--- src/hdl/lsie_pkg.sv ---
`timescale 1ns / 1ps

package lsie_pkg;

    // Distribution constants
    localparam int LAP_TOTAL      = 32768;
    localparam int LAP_HALF       = 16384;
    localparam int LAP_QBITS      = 15;
    localparam int LAP_TAIL_PAIRS = 16;
    localparam int LAP_FT_BASE    = LAP_TOTAL - 2 * LAP_TAIL_PAIRS;

    // Field widths
    localparam int SYM_W   = 16;
    localparam int PROB_W  = 15;
    localparam int DECAY_W = 14;
    localparam int IVL_W   = 16;

    // Shared multiplier operand widths
    localparam int MUL_A_W = 16;
    localparam int MUL_B_W = 15;
    localparam int MUL_Q_W = 16;

    // Stream payload widths, padded to whole bytes
    localparam int IN_DATA_W  = ((SYM_W + PROB_W + DECAY_W + 7) / 8) * 8;
    localparam int OUT_DATA_W = ((IVL_W + IVL_W + SYM_W + 7) / 8) * 8;

endpackage

--- src/hdl/lsie_mul_unit.sv ---
`timescale 1ns / 1ps

// Shared Q15 multiply: q = (a * b) >> 15, caller registers q.
module lsie_mul_unit
    import lsie_pkg::*;
(
    input  logic [MUL_A_W-1:0] a,
    input  logic [MUL_B_W-1:0] b,
    output logic [MUL_Q_W-1:0] q
);

    logic [MUL_A_W+MUL_B_W-1:0] prod;

    assign prod = MUL_A_W'(a) * MUL_B_W'(b);
    assign q    = prod[LAP_QBITS +: MUL_Q_W];

endmodule

--- src/hdl/laplace_symbol_interval_encoder_top.sv ---
`timescale 1ns / 1ps

// Channel  | Dir | Signals                       | Payload
// ---------+-----+-------------------------------+---------------------------------
// s_       | in  | s_tvalid s_tready s_tdata[47:0] | symbol, zero prob, decay
// m_       | out | m_tvalid m_tready m_tdata[47:0] | interval low/high, coded value
//
// One request at a time. A zero symbol goes from accept straight to result. A nonzero
// symbol passes accept, init, its N band steps and the in-band exit before result, or
// in the tail the exit, clamp and adjust before result. N is set by the band loop
// through the single shared Q15 multiplier: at most |symbol|-1, and with decay near
// 16384 the slot shrinks by about one unit a step.
// rst_n is asynchronous, active low, and clears the sequencer and output valid.
// A result held in the output register does not block the next request; only
// the final load waits while m_tready is low.
module laplace_symbol_interval_encoder_top
    import lsie_pkg::*;
(
    input  logic                  clk,
    input  logic                  rst_n,
    input  logic                  s_tvalid,
    output logic                  s_tready,
    // [15:0] symbol_value, [30:16] zero_probability, [44:31] decay_rate, rest zero
    input  logic [IN_DATA_W-1:0]  s_tdata,
    output logic                  m_tvalid,
    input  logic                  m_tready,
    // [15:0] interval_low, [31:16] interval_high, [47:32] coded_value
    output logic [OUT_DATA_W-1:0] m_tdata
);

    localparam int FL_W  = 18;
    localparam int MAG_W = SYM_W + 1;

    localparam logic signed [FL_W-1:0] TOTAL_S    = FL_W'(LAP_TOTAL);
    localparam logic [MUL_A_W-1:0]     FT_BASE_W  = MUL_A_W'(LAP_FT_BASE);
    localparam logic [MUL_B_W-1:0]     HALF_W     = MUL_B_W'(LAP_HALF);

    typedef enum logic [2:0] {
        ST_IDLE,
        ST_INIT,
        ST_LOOP,
        ST_TAIL,
        ST_TAIL_ADJ,
        ST_RESULT
    } state_t;

    state_t                   state_reg;
    logic signed [FL_W-1:0]   fl_reg;      // running cumulative low
    logic [IVL_W-1:0]         fs_reg;      // current slot size
    logic [MAG_W-1:0]         mag_reg;
    logic [MAG_W-1:0]         i_reg;       // current magnitude step
    logic                     neg_reg;
    logic [PROB_W-1:0]        fs0_reg;
    logic [DECAY_W-1:0]       decay_reg;
    logic [SYM_W-1:0]         coded_reg;
    logic signed [FL_W-1:0]   di_reg;      // clamped tail offset
    logic                     m_tvalid_reg;
    logic [OUT_DATA_W-1:0]    m_tdata_reg;

    // input unpack
    logic [SYM_W-1:0]   in_sym;
    logic [PROB_W-1:0]  in_fs0;
    logic [DECAY_W-1:0] in_decay;
    logic               in_neg;
    logic [MAG_W-1:0]   in_mag;

    assign in_sym   = s_tdata[SYM_W-1:0];
    assign in_fs0   = s_tdata[SYM_W +: PROB_W];
    assign in_decay = s_tdata[SYM_W+PROB_W +: DECAY_W];
    assign in_neg   = in_sym[SYM_W-1];
    assign in_mag   = in_neg ? (MAG_W'(0) - {in_sym[SYM_W-1], in_sym}) : {1'b0, in_sym};

    // shared multiplier operands
    logic [MUL_A_W-1:0] mul_a;
    logic [MUL_B_W-1:0] mul_b;
    logic [MUL_Q_W-1:0] mul_q;

    always_comb
    begin
        if (state_reg == ST_INIT)
        begin
            // first slot: saturated (total - tail - fs0) * (half - decay)
            mul_a = ({1'b0, fs0_reg} > FT_BASE_W) ? '0 : (FT_BASE_W - {1'b0, fs0_reg});
            mul_b = HALF_W - {1'b0, decay_reg};
        end
        else
        begin
            // band step: (2 * fs) * decay
            mul_a = {fs_reg[MUL_A_W-2:0], 1'b0};
            mul_b = {1'b0, decay_reg};
        end
    end

    lsie_mul_unit u_mul (
        .a (mul_a),
        .b (mul_b),
        .q (mul_q)
    );

    // tail clamp terms
    logic signed [FL_W-1:0] room;
    logic signed [FL_W-1:0] ndi_lim;
    logic signed [FL_W-1:0] di_raw;
    logic signed [FL_W-1:0] fl_tail;
    logic signed [FL_W-1:0] m_tail;
    logic signed [FL_W-1:0] m_coded;
    logic signed [FL_W-1:0] fl_plus_fs;

    always_comb
    begin
        room       = TOTAL_S - fl_reg + $signed({{(FL_W-1){1'b0}}, neg_reg});
        ndi_lim    = (room >>> 1) - FL_W'(1);
        di_raw     = $signed({1'b0, mag_reg}) - $signed({1'b0, i_reg});
        fl_tail    = fl_reg + (di_reg <<< 1) + FL_W'(1)
                     - $signed({{(FL_W-1){1'b0}}, neg_reg});
        m_tail     = $signed({1'b0, i_reg}) + di_reg;
        m_coded    = neg_reg ? (FL_W'(0) - m_tail) : m_tail;
        fl_plus_fs = fl_reg + $signed({{(FL_W-IVL_W){1'b0}}, fs_reg});
    end

    always_ff @(posedge clk or negedge rst_n)
    begin
        if (!rst_n)
        begin
            state_reg    <= ST_IDLE;
            m_tvalid_reg <= 1'b0;
            fl_reg       <= '0;
            fs_reg       <= '0;
            mag_reg      <= '0;
            i_reg        <= '0;
            neg_reg      <= 1'b0;
            fs0_reg      <= '0;
            decay_reg    <= '0;
            coded_reg    <= '0;
            di_reg       <= '0;
            m_tdata_reg  <= '0;
        end
        else
        begin
            // output valid: set on a result load, cleared when taken
            if (state_reg == ST_RESULT && (!m_tvalid_reg || m_tready))
                m_tvalid_reg <= 1'b1;
            else if (m_tvalid_reg && m_tready)
                m_tvalid_reg <= 1'b0;

            unique case (state_reg)
                ST_IDLE:
                begin
                    if (s_tvalid)
                    begin
                        fs0_reg   <= in_fs0;
                        decay_reg <= in_decay;
                        neg_reg   <= in_neg;
                        mag_reg   <= in_mag;
                        coded_reg <= in_sym;
                        i_reg     <= MAG_W'(1);
                        if (in_sym == '0)
                        begin
                            fl_reg    <= '0;
                            fs_reg    <= {1'b0, in_fs0};
                            state_reg <= ST_RESULT;
                        end
                        else
                        begin
                            fl_reg    <= $signed({{(FL_W-PROB_W){1'b0}}, in_fs0});
                            state_reg <= ST_INIT;
                        end
                    end
                end

                ST_INIT:
                begin
                    fs_reg    <= mul_q;
                    state_reg <= ST_LOOP;
                end

                ST_LOOP:
                begin
                    if (fs_reg != '0 && i_reg < mag_reg)
                    begin
                        fl_reg <= fl_reg + $signed({{(FL_W-IVL_W-1){1'b0}}, fs_reg, 1'b0})
                                  + FL_W'(2);
                        fs_reg <= mul_q;
                        i_reg  <= i_reg + MAG_W'(1);
                    end
                    else if (fs_reg == '0)
                    begin
                        state_reg <= ST_TAIL;
                    end
                    else
                    begin
                        // in band: one extra unit, positive side sits above negative
                        fs_reg <= fs_reg + IVL_W'(1);
                        if (!neg_reg)
                            fl_reg <= fl_plus_fs + FL_W'(1);
                        state_reg <= ST_RESULT;
                    end
                end

                ST_TAIL:
                begin
                    di_reg    <= (di_raw > ndi_lim) ? ndi_lim : di_raw;
                    state_reg <= ST_TAIL_ADJ;
                end

                ST_TAIL_ADJ:
                begin
                    fl_reg    <= fl_tail;
                    fs_reg    <= (fl_tail == TOTAL_S) ? IVL_W'(0) : IVL_W'(1);
                    coded_reg <= m_coded[SYM_W-1:0];
                    state_reg <= ST_RESULT;
                end

                ST_RESULT:
                begin
                    if (!m_tvalid_reg || m_tready)
                    begin
                        m_tdata_reg  <= {coded_reg, fl_plus_fs[IVL_W-1:0],
                                         fl_reg[IVL_W-1:0]};
                        state_reg    <= ST_IDLE;
                    end
                end

                default:
                begin
                    state_reg <= ST_IDLE;
                end
            endcase
        end
    end

    assign s_tready = (state_reg == ST_IDLE);
    assign m_tvalid = m_tvalid_reg;
    assign m_tdata  = m_tdata_reg;

endmodule

--- config.mk ---
export PLATFORM = sky130hd
export DESIGN_NAME = laplace_symbol_interval_encoder_top
export DESIGN_NICKNAME = d
export VERILOG_FILES = /design/src/hdl/lsie_pkg.sv /design/src/hdl/lsie_mul_unit.sv /design/src/hdl/laplace_symbol_interval_encoder_top.sv
export SDC_FILE = /design/constraint.sdc
export NUM_CORES = 1
export LEC_CHECK = 0
export ABC_AREA = 1
export BUFFER_PORTS_ARGS = -buffer_cell sky130_fd_sc_hd__buf_2
export CAP_MARGIN = 25
export CORE_UTILIZATION = 25
export DETAILED_ROUTE_END_ITERATION = 8
export PLACE_DENSITY = 0.43
export SYNTH_ARGS = -nofsm -noshare
export SYNTH_HDL_FRONTEND = slang
export SYNTH_SLANG_ARGS = --single-unit
--- constraint.sdc ---
create_clock -name clk -period 7.7 [get_ports clk]
set_clock_uncertainty 0.1 [all_clocks]
set_input_delay 0.385 -clock clk [delete_from_list [all_inputs] [get_ports clk]]
set_output_delay 0.385 -clock clk [all_outputs]
set_load 0.02 [all_outputs]
* After elaboration in Yosys (flattened, before gate mapping)
Cells that the tools add are included.
** Storage, ports and cells
- Flip-flop bits (word level) :: 183
- Input bits :: 52
- Output and inout bits :: 50
- Word-level logic and storage cells :: 99
** Operators by class
- Add/sub/neg operators :: 18
- Multipliers :: 1
- Magnitude comparators :: 3
- Equality and inequality tests :: 13
- Mux-type cells :: 31
- Reduce and logical (&&, ||, !) cells :: 21
** Operators by type and width (number)
- 16-bit two-way mux :: 8
- 18-bit two-way mux :: 4
- 17-bit two-way mux :: 4
- 16-bit one-hot mux with 4 select lines :: 1
- 18-bit one-hot mux with 3 select lines :: 1
- 18-bit adder :: 2
- 18-bit by 2-bit adder with 18-bit output (second input constant) :: 2
- 17-bit one-hot mux with 2 select lines :: 1
- 16-bit logical NOT :: 2
- 16-bit one-hot mux with 2 select lines :: 1
- 16-bit by 15-bit multiplier with 31-bit output :: 1
- 15-bit two-way mux :: 2
- 18-bit by 17-bit adder with 18-bit output :: 1
- 18-bit by 2-bit adder with 18-bit output :: 1
- 18-bit by 3-bit adder with 18-bit output (second input constant) :: 1
- 18-bit by 17-bit == test with 1-bit output (second input constant) :: 1
- 18-bit > comparator :: 1
- 3-bit one-hot mux with 6 select lines :: 1
- 17-bit by 17-bit subtractor with 18-bit output :: 1
- 17-bit by 18-bit subtractor with 18-bit output (first input constant) :: 1
- 17-bit by 2-bit subtractor with 18-bit output (second input constant) :: 1
- 18-bit by 2-bit subtractor with 18-bit output :: 1
- 17-bit by 1-bit adder with 17-bit output (second input constant) :: 1
- 17-bit < comparator :: 1
- other kinds (26) :: 46

* Logic depth before layout (Yosys ltp)
- Word-level depth :: 6
- Depth in mapped cells :: 39
- Mapped depth without buffers :: 38

* Modules after synthesis
A second synthesis with hierarchy kept.
** Second synthesis, totals
- Cells, all modules :: 3657
- Area total of the unflattened synthesis :: 25059.0 um^2
** Modules (own cells, without submodules)
- laplace_symbol_interval_encoder_top :: instances 1, cells each 2501, area each 16811.1 um^2, sequential area each 4579.4 um^2
- lsie_mul_unit :: instances 1, cells each 1156, area each 8247.9 um^2, sequential area each 0.0 um^2

* Worst setup path after synthesis
OpenSTA, ideal clock, no wires.
- Path kind :: reg-to-reg
- Start point :: register decay_reg[0]
- End point :: register fs_reg[12]
- Library setup time :: 0.116 ns
- Arrival :: 7.047 ns
- Required time :: 7.484 ns
- Slack :: 0.437 ns
- Stages on the path, launching flop included :: 36
- Buffers on the path :: 2
- Clock period less this slack :: 7.263 ns
- Cell sequence :: dfrtp_1 > inv_1 > clkbuf_1 > ha_1 > nand3_1 > nor3_1 > inv_1 > nor3_1 > nand3_1 > nor3_1 > inv_1 > nand2_1 > xor2_1 > inv_1 > clkbuf_1 > nand2_1 > inv_1 > fa_1 > fa_1 > fa_1 > fa_1 > fa_1 > inv_1 > fa_1 > inv_1 > ha_1 > a21oi_1 > o21ai_0 > a21oi_1 > nor2_1 > a211oi_1 > nand3_1 > nand3_1 > nand2_1 > nand2_1 > nand2_1
** Between the ends
- Word-level cells in the longest chain between the ends :: 5
** RTL lines
- from (decl) :: line laplace_symbol_interval_encoder_top.sv:54 : logic [DECAY_W-1:0] decay_reg;
- from (signal assigned) :: line laplace_symbol_interval_encoder_top.sv:152 : decay_reg <= in_decay;
- 15-bit by 14-bit subtractor with 15-bit output :: line laplace_symbol_interval_encoder_top.sv:84 : mul_b = HALF_W - {1'b0, decay_reg};
- 15-bit two-way mux * :: line laplace_symbol_interval_encoder_top.sv:80 : if (state_reg == ST_INIT)
- 16-bit by 15-bit multiplier with 31-bit output * :: line lsie_mul_unit.sv:14 : assign prod = MUL_A_W'(a) * MUL_B_W'(b);
- 16-bit two-way mux :: line laplace_symbol_interval_encoder_top.sv:179 : if (fs_reg != '0 && i_reg < mag_reg)
- 16-bit one-hot mux with 4 select lines * :: line laplace_symbol_interval_encoder_top.sv:146 : unique case (state_reg)
- to (signal assigned) :: line laplace_symbol_interval_encoder_top.sv:160 : fs_reg <= {1'b0, in_fs0};
- to (signal assigned) :: line laplace_symbol_interval_encoder_top.sv:183 : fs_reg <= mul_q;
- to (signal assigned) :: line laplace_symbol_interval_encoder_top.sv:193 : fs_reg <= fs_reg + IVL_W'(1);
- to (decl) :: line laplace_symbol_interval_encoder_top.sv:49 : logic [IVL_W-1:0] fs_reg;
Mark *: on every way between the ends. The rest lies on a longest branch, timed or not.
A chain may end at the register's enable or synchronous reset.

* Final worst setup path
- Start point :: register decay_reg[1]
- End point :: register fs_reg[12]
Same word-level chain as after synthesis.

==> results.py <==
metrics = {
    "yosys": {
        "synth_compound_area_share_pct": 11.4,
        "post_synth_fa_ha_maj_area_fraction_pct": 27.3,
        "synthDominantCellAreaShare_pct": 19.0,
        "netlist_instances": 3444,
        "synth_top_family_by_area": "adder cells",
        "synth-xor-area-share_pct": 4.72,
        "top_cells_by_area_in_the_synthesized_netlist": "sky130_fd_sc_hd__dfrtp_1 (19%), sky130_fd_sc_hd__fa_1 (15%), sky130_fd_sc_hd__nand2_1 (13%), sky130_fd_sc_hd__ha_1 (12%), sky130_fd_sc_hd__inv_1 (9.6%)",
        "syn-num-nets": 3912,
        "synth_top_area_cell": "sky130_fd_sc_hd__dfrtp_1",
        "avgSynthCellArea_sq_um": 7.00,
        "synth.mux.area_fraction_pct": 0,
        "yosysUniqueCellTypes": 59,
        "ys_seq_area_share_pct": 19.0,
        "syn_area_sq_mm": 0.0241,
        "synth-seq-cells": 183,
        "yosysWarningCount": 0,
        "area_share_of_and_or_nand_nor_cells_after_synthesis_pct": 26.6,
    },
    "floorplan": {
        "die_w_microns": 313,
        "die-height_microns": 313,
        "core_area_sq_mm": 0.0953,
        "start_util_pct": 25.3,
        "boundaryPins": 102,
        "placement_rows": 113,
        "die_area_sq_mm": 0.0977,
    },
    "detailed_routing": {
        "via_per_inst": 4.61,
        "via_count": 22400,
        "drtAntennaViolNets": 0,
        "drtIter0Drc": 1369,
        "drt_drc": 0,
        "drtPass1Iterations": 5,
        "wl_per_cell_microns": 17.7,
        "wl_mm": 86.0,
    },
    "setup_path": {
        "timing.critical_path.from_type": "register",
        "critPathMaxFanout": 3,
        "cp_slowest_cell": "sky130_fd_sc_hd__fa_1",
        "cp_data_required_time_ps": 7990,
        "cp_data_arrival_time_ps": 7510,
        "critical_path_class": "register to register",
        "critPathMaxStageDelay_ps": 580,
        "worstPathBufferInverterCount": 6,
        "critPathLaunch": "decay_reg[1]",
        "crit_family": "adder cells",
        "timing.critical_path.to_type": "register",
        "reg2reg_from": "decay_reg[1]",
    },
    "final_layout": {
        "fillcell_total": 10700,
        "max_ffs_per_register": 48,
        "final_layout_size_suffix_gt1_share_pct": 8.32,
        "final_net_count": 4048,
        "final_cell_count_no_fill": 4859,
        "synthesis_to_finish_area_growth_pct": 13.6,
        "finish.utilization_pct": 28.7,
    },
    "worst_hold_path": {
        "holdCritPathClass": "input pin to register",
        "holdCritStartpoint": "s_tdata[36]",
    },
    "timing": {
        "fmax_mhz": 139,
        "setup_violations": 0,
        "fin_hold_ws_ps": 40.8,
        "timing.max_slew.rel_slack_pct": 34.5,
        "final.period_utilization_pct": 93.7,
        "timing.final.hold_violations": 0,
        "final_max_slew_viol_count": 0,
        "min_period_ps": 7220,
        "setup_ws_ps": 484,
        "worst_max_slew_pin_slew_ps": 980,
    },
    "cts": {
        "cts_sinks": 183,
        "cts-htree-levels": 4,
        "cts_buffers": 17,
        "tritoncts": "yes",
        "worstSkewPairLatency_ps": 510,
        "ctsLongestPathBuffers": 2,
        "clk_pin_slew_ps": 80,
        "cts-root-buf": "sky130_fd_sc_hd__clkbuf_16",
    },
    "global_route": {
        "grt_max_usage_layer": "met2",
        "antenna_found_initial": 0,
        "grt_use_met3_pct": 1.98,
        "met2_usage_pct": 30.2,
        "grt_start_max_net_pins": 99,
        "grt_util_met1_pct": 24.4,
        "grt_first_pass_wirelength_mm": 135,
        "first_global_vias": 22500,
        "gr-usage-all-layers_pct": 17.9,
        "global_route.overflow_total": 0,
    },
    "flow_run": {
        "drv_cap": 0,
    },
    "status": {
        "run_status": "finished clean",
    },
    "placement": {
        "place.gp.congestion": 0.885,
        "dp_cells": 4814,
        "dpl.hpwl_mm": 71.4,
        "io_buffers": 98,
        "post-place-ws_ps": 79.9,
    },
}
[worst reg2reg max path: cells and delay by family, from the launching register on]
kind / cells / cell delay (ps)
fa+ha+maj: 8 / 3660
simple gates: 13 / 1760
compound gates: 4 / 740
buf+inv: 6 / 450
flops: 1 / 390
[final timing paths]
kind / endpoint / slack (ps) / cells past startpoint
max in group asynchronous: decay_reg[8] / 6030 / 3
min in group asynchronous: m_tdata[31] / 380 / 2
setup / recovery: fs_reg[12] / 480 / 31
setup reg to reg: fs_reg[12] / 480 / 31
hold / removal: decay_reg[5] / 40 / 3
hold reg to reg: m_tdata[19] / 380 / 2
[placed cells by master, fill, tap and decap left out, types with 6 or more instances in the layout]
| cell type | instances |
|---|---|
| sky130_fd_sc_hd__nand3b_1 | 27 |
| sky130_fd_sc_hd__nand2_1 | 840 |
| sky130_fd_sc_hd__nor3_2 | 6 |
| sky130_fd_sc_hd__ha_1 | 228 |
| sky130_fd_sc_hd__xnor2_1 | 34 |
| sky130_fd_sc_hd__o211ai_1 | 11 |
| sky130_fd_sc_hd__clkbuf_16 | 17 |
| sky130_fd_sc_hd__nand4_1 | 47 |
| sky130_fd_sc_hd__nand3_1 | 153 |
| sky130_fd_sc_hd__fa_1 | 182 |
| sky130_fd_sc_hd__o221ai_1 | 6 |
| sky130_fd_sc_hd__nor2_2 | 11 |
| sky130_fd_sc_hd__buf_2 | 97 |
| sky130_fd_sc_hd__inv_1 | 613 |
| sky130_fd_sc_hd__o21ai_1 | 12 |
| sky130_fd_sc_hd__buf_4 | 75 |
| sky130_fd_sc_hd__o31ai_1 | 12 |
| sky130_fd_sc_hd__nor4_1 | 21 |
| sky130_fd_sc_hd__dlygate4sd3_1 | 10 |
| sky130_fd_sc_hd__or2_2 | 20 |
| sky130_fd_sc_hd__o21bai_1 | 6 |
| sky130_fd_sc_hd__o21ai_0 | 238 |
| sky130_fd_sc_hd__xor2_1 | 92 |
| sky130_fd_sc_hd__dfrtp_1 | 182 |
| sky130_fd_sc_hd__a21oi_2 | 9 |
| sky130_fd_sc_hd__a21oi_1 | 165 |
| sky130_fd_sc_hd__nor3_1 | 50 |
| sky130_fd_sc_hd__nor2_1 | 316 |
| sky130_fd_sc_hd__inv_2 | 9 |
[metal layers]
metal / vias to the layer above / routed length (microns)
met1: 10700 / 40900
met3: 77 / 2710
met2: 404 / 40700
met5: - / 0
met4: 0 / 1620
li1: 11200 / -
[stage by stage]
| step | instance area, sq um | TNS [ps] |
|---|---|---|
| detailed placement | 26500 | 0 |
| floorplan | 24100 | 0 |
| global route | 27400 | -2.43 |
| global placement | 26500 | 0 |
| finish | 27400 | 0 |
| CTS | 27200 | 0 |
[cell type report]
class                   count  area, sq um  area share [%]
multi-input cells        2563        17100            62.3
inverters                 628         2360            8.64
flip-flops and latches    183         4580            16.7
clock buffers              18          429            1.57
clock inverters            14          146           0.535
well taps                1265         1580            5.78
repair buffers            187         1220            4.45
diodes                      1         2.50         0.00914
[kinds of logic after synthesis]
logic type	after synthesis
AND/OR/NAND/NOR	1515
adder cells (fa/ha/maj)	416
buffers and inverters	698
flip-flops	183
AO/OA/AOI/OAI	503
XOR/XNOR	129
[synthesized netlist by cell type, drive strengths merged]
| master | instances |
|---|---|
| nor4 | 23 |
| a22oi | 3 |
| xor2 | 95 |
| o211ai | 11 |
| clkbuf | 52 |
| o21ai | 253 |
| or2 | 22 |
| nand2 | 845 |
| inv | 623 |
| o21bai | 6 |
| a31oi | 5 |
| o22ai | 1 |
| o221ai | 6 |
| nand3 | 158 |
| nor3 | 58 |
| fa | 184 |
| o2111ai | 4 |
| nand4 | 48 |
| nand3b | 27 |
| o31ai | 12 |
| a211o | 1 |
| a21oi | 174 |
| o21a | 4 |
| and2 | 3 |
| nor2 | 330 |
| nand2b | 1 |
| a32oi | 2 |
| o31a | 1 |
| a21boi | 2 |
| a211oi | 4 |
| a221oi | 1 |
| o32ai | 4 |
| xnor2 | 34 |
| a2111oi | 2 |
| o311ai | 3 |
| o41ai | 1 |
| buf | 18 |
| clkinv | 5 |
| ha | 232 |
| a21o | 3 |
| dfrtp | 183 |
[repair_timing]
action / in CTS / in global routing
endpoints found under the setup margin: 0 / 16
hold buffers: 10 / 0
gates resized for setup: 0 / 49
hold endpoints to repair: 94 / 0
setup buffers: 0 / 2
Power is not shown: default switching activity piles up to over one toggle a cycle in this logic, so the estimate is an artifact.
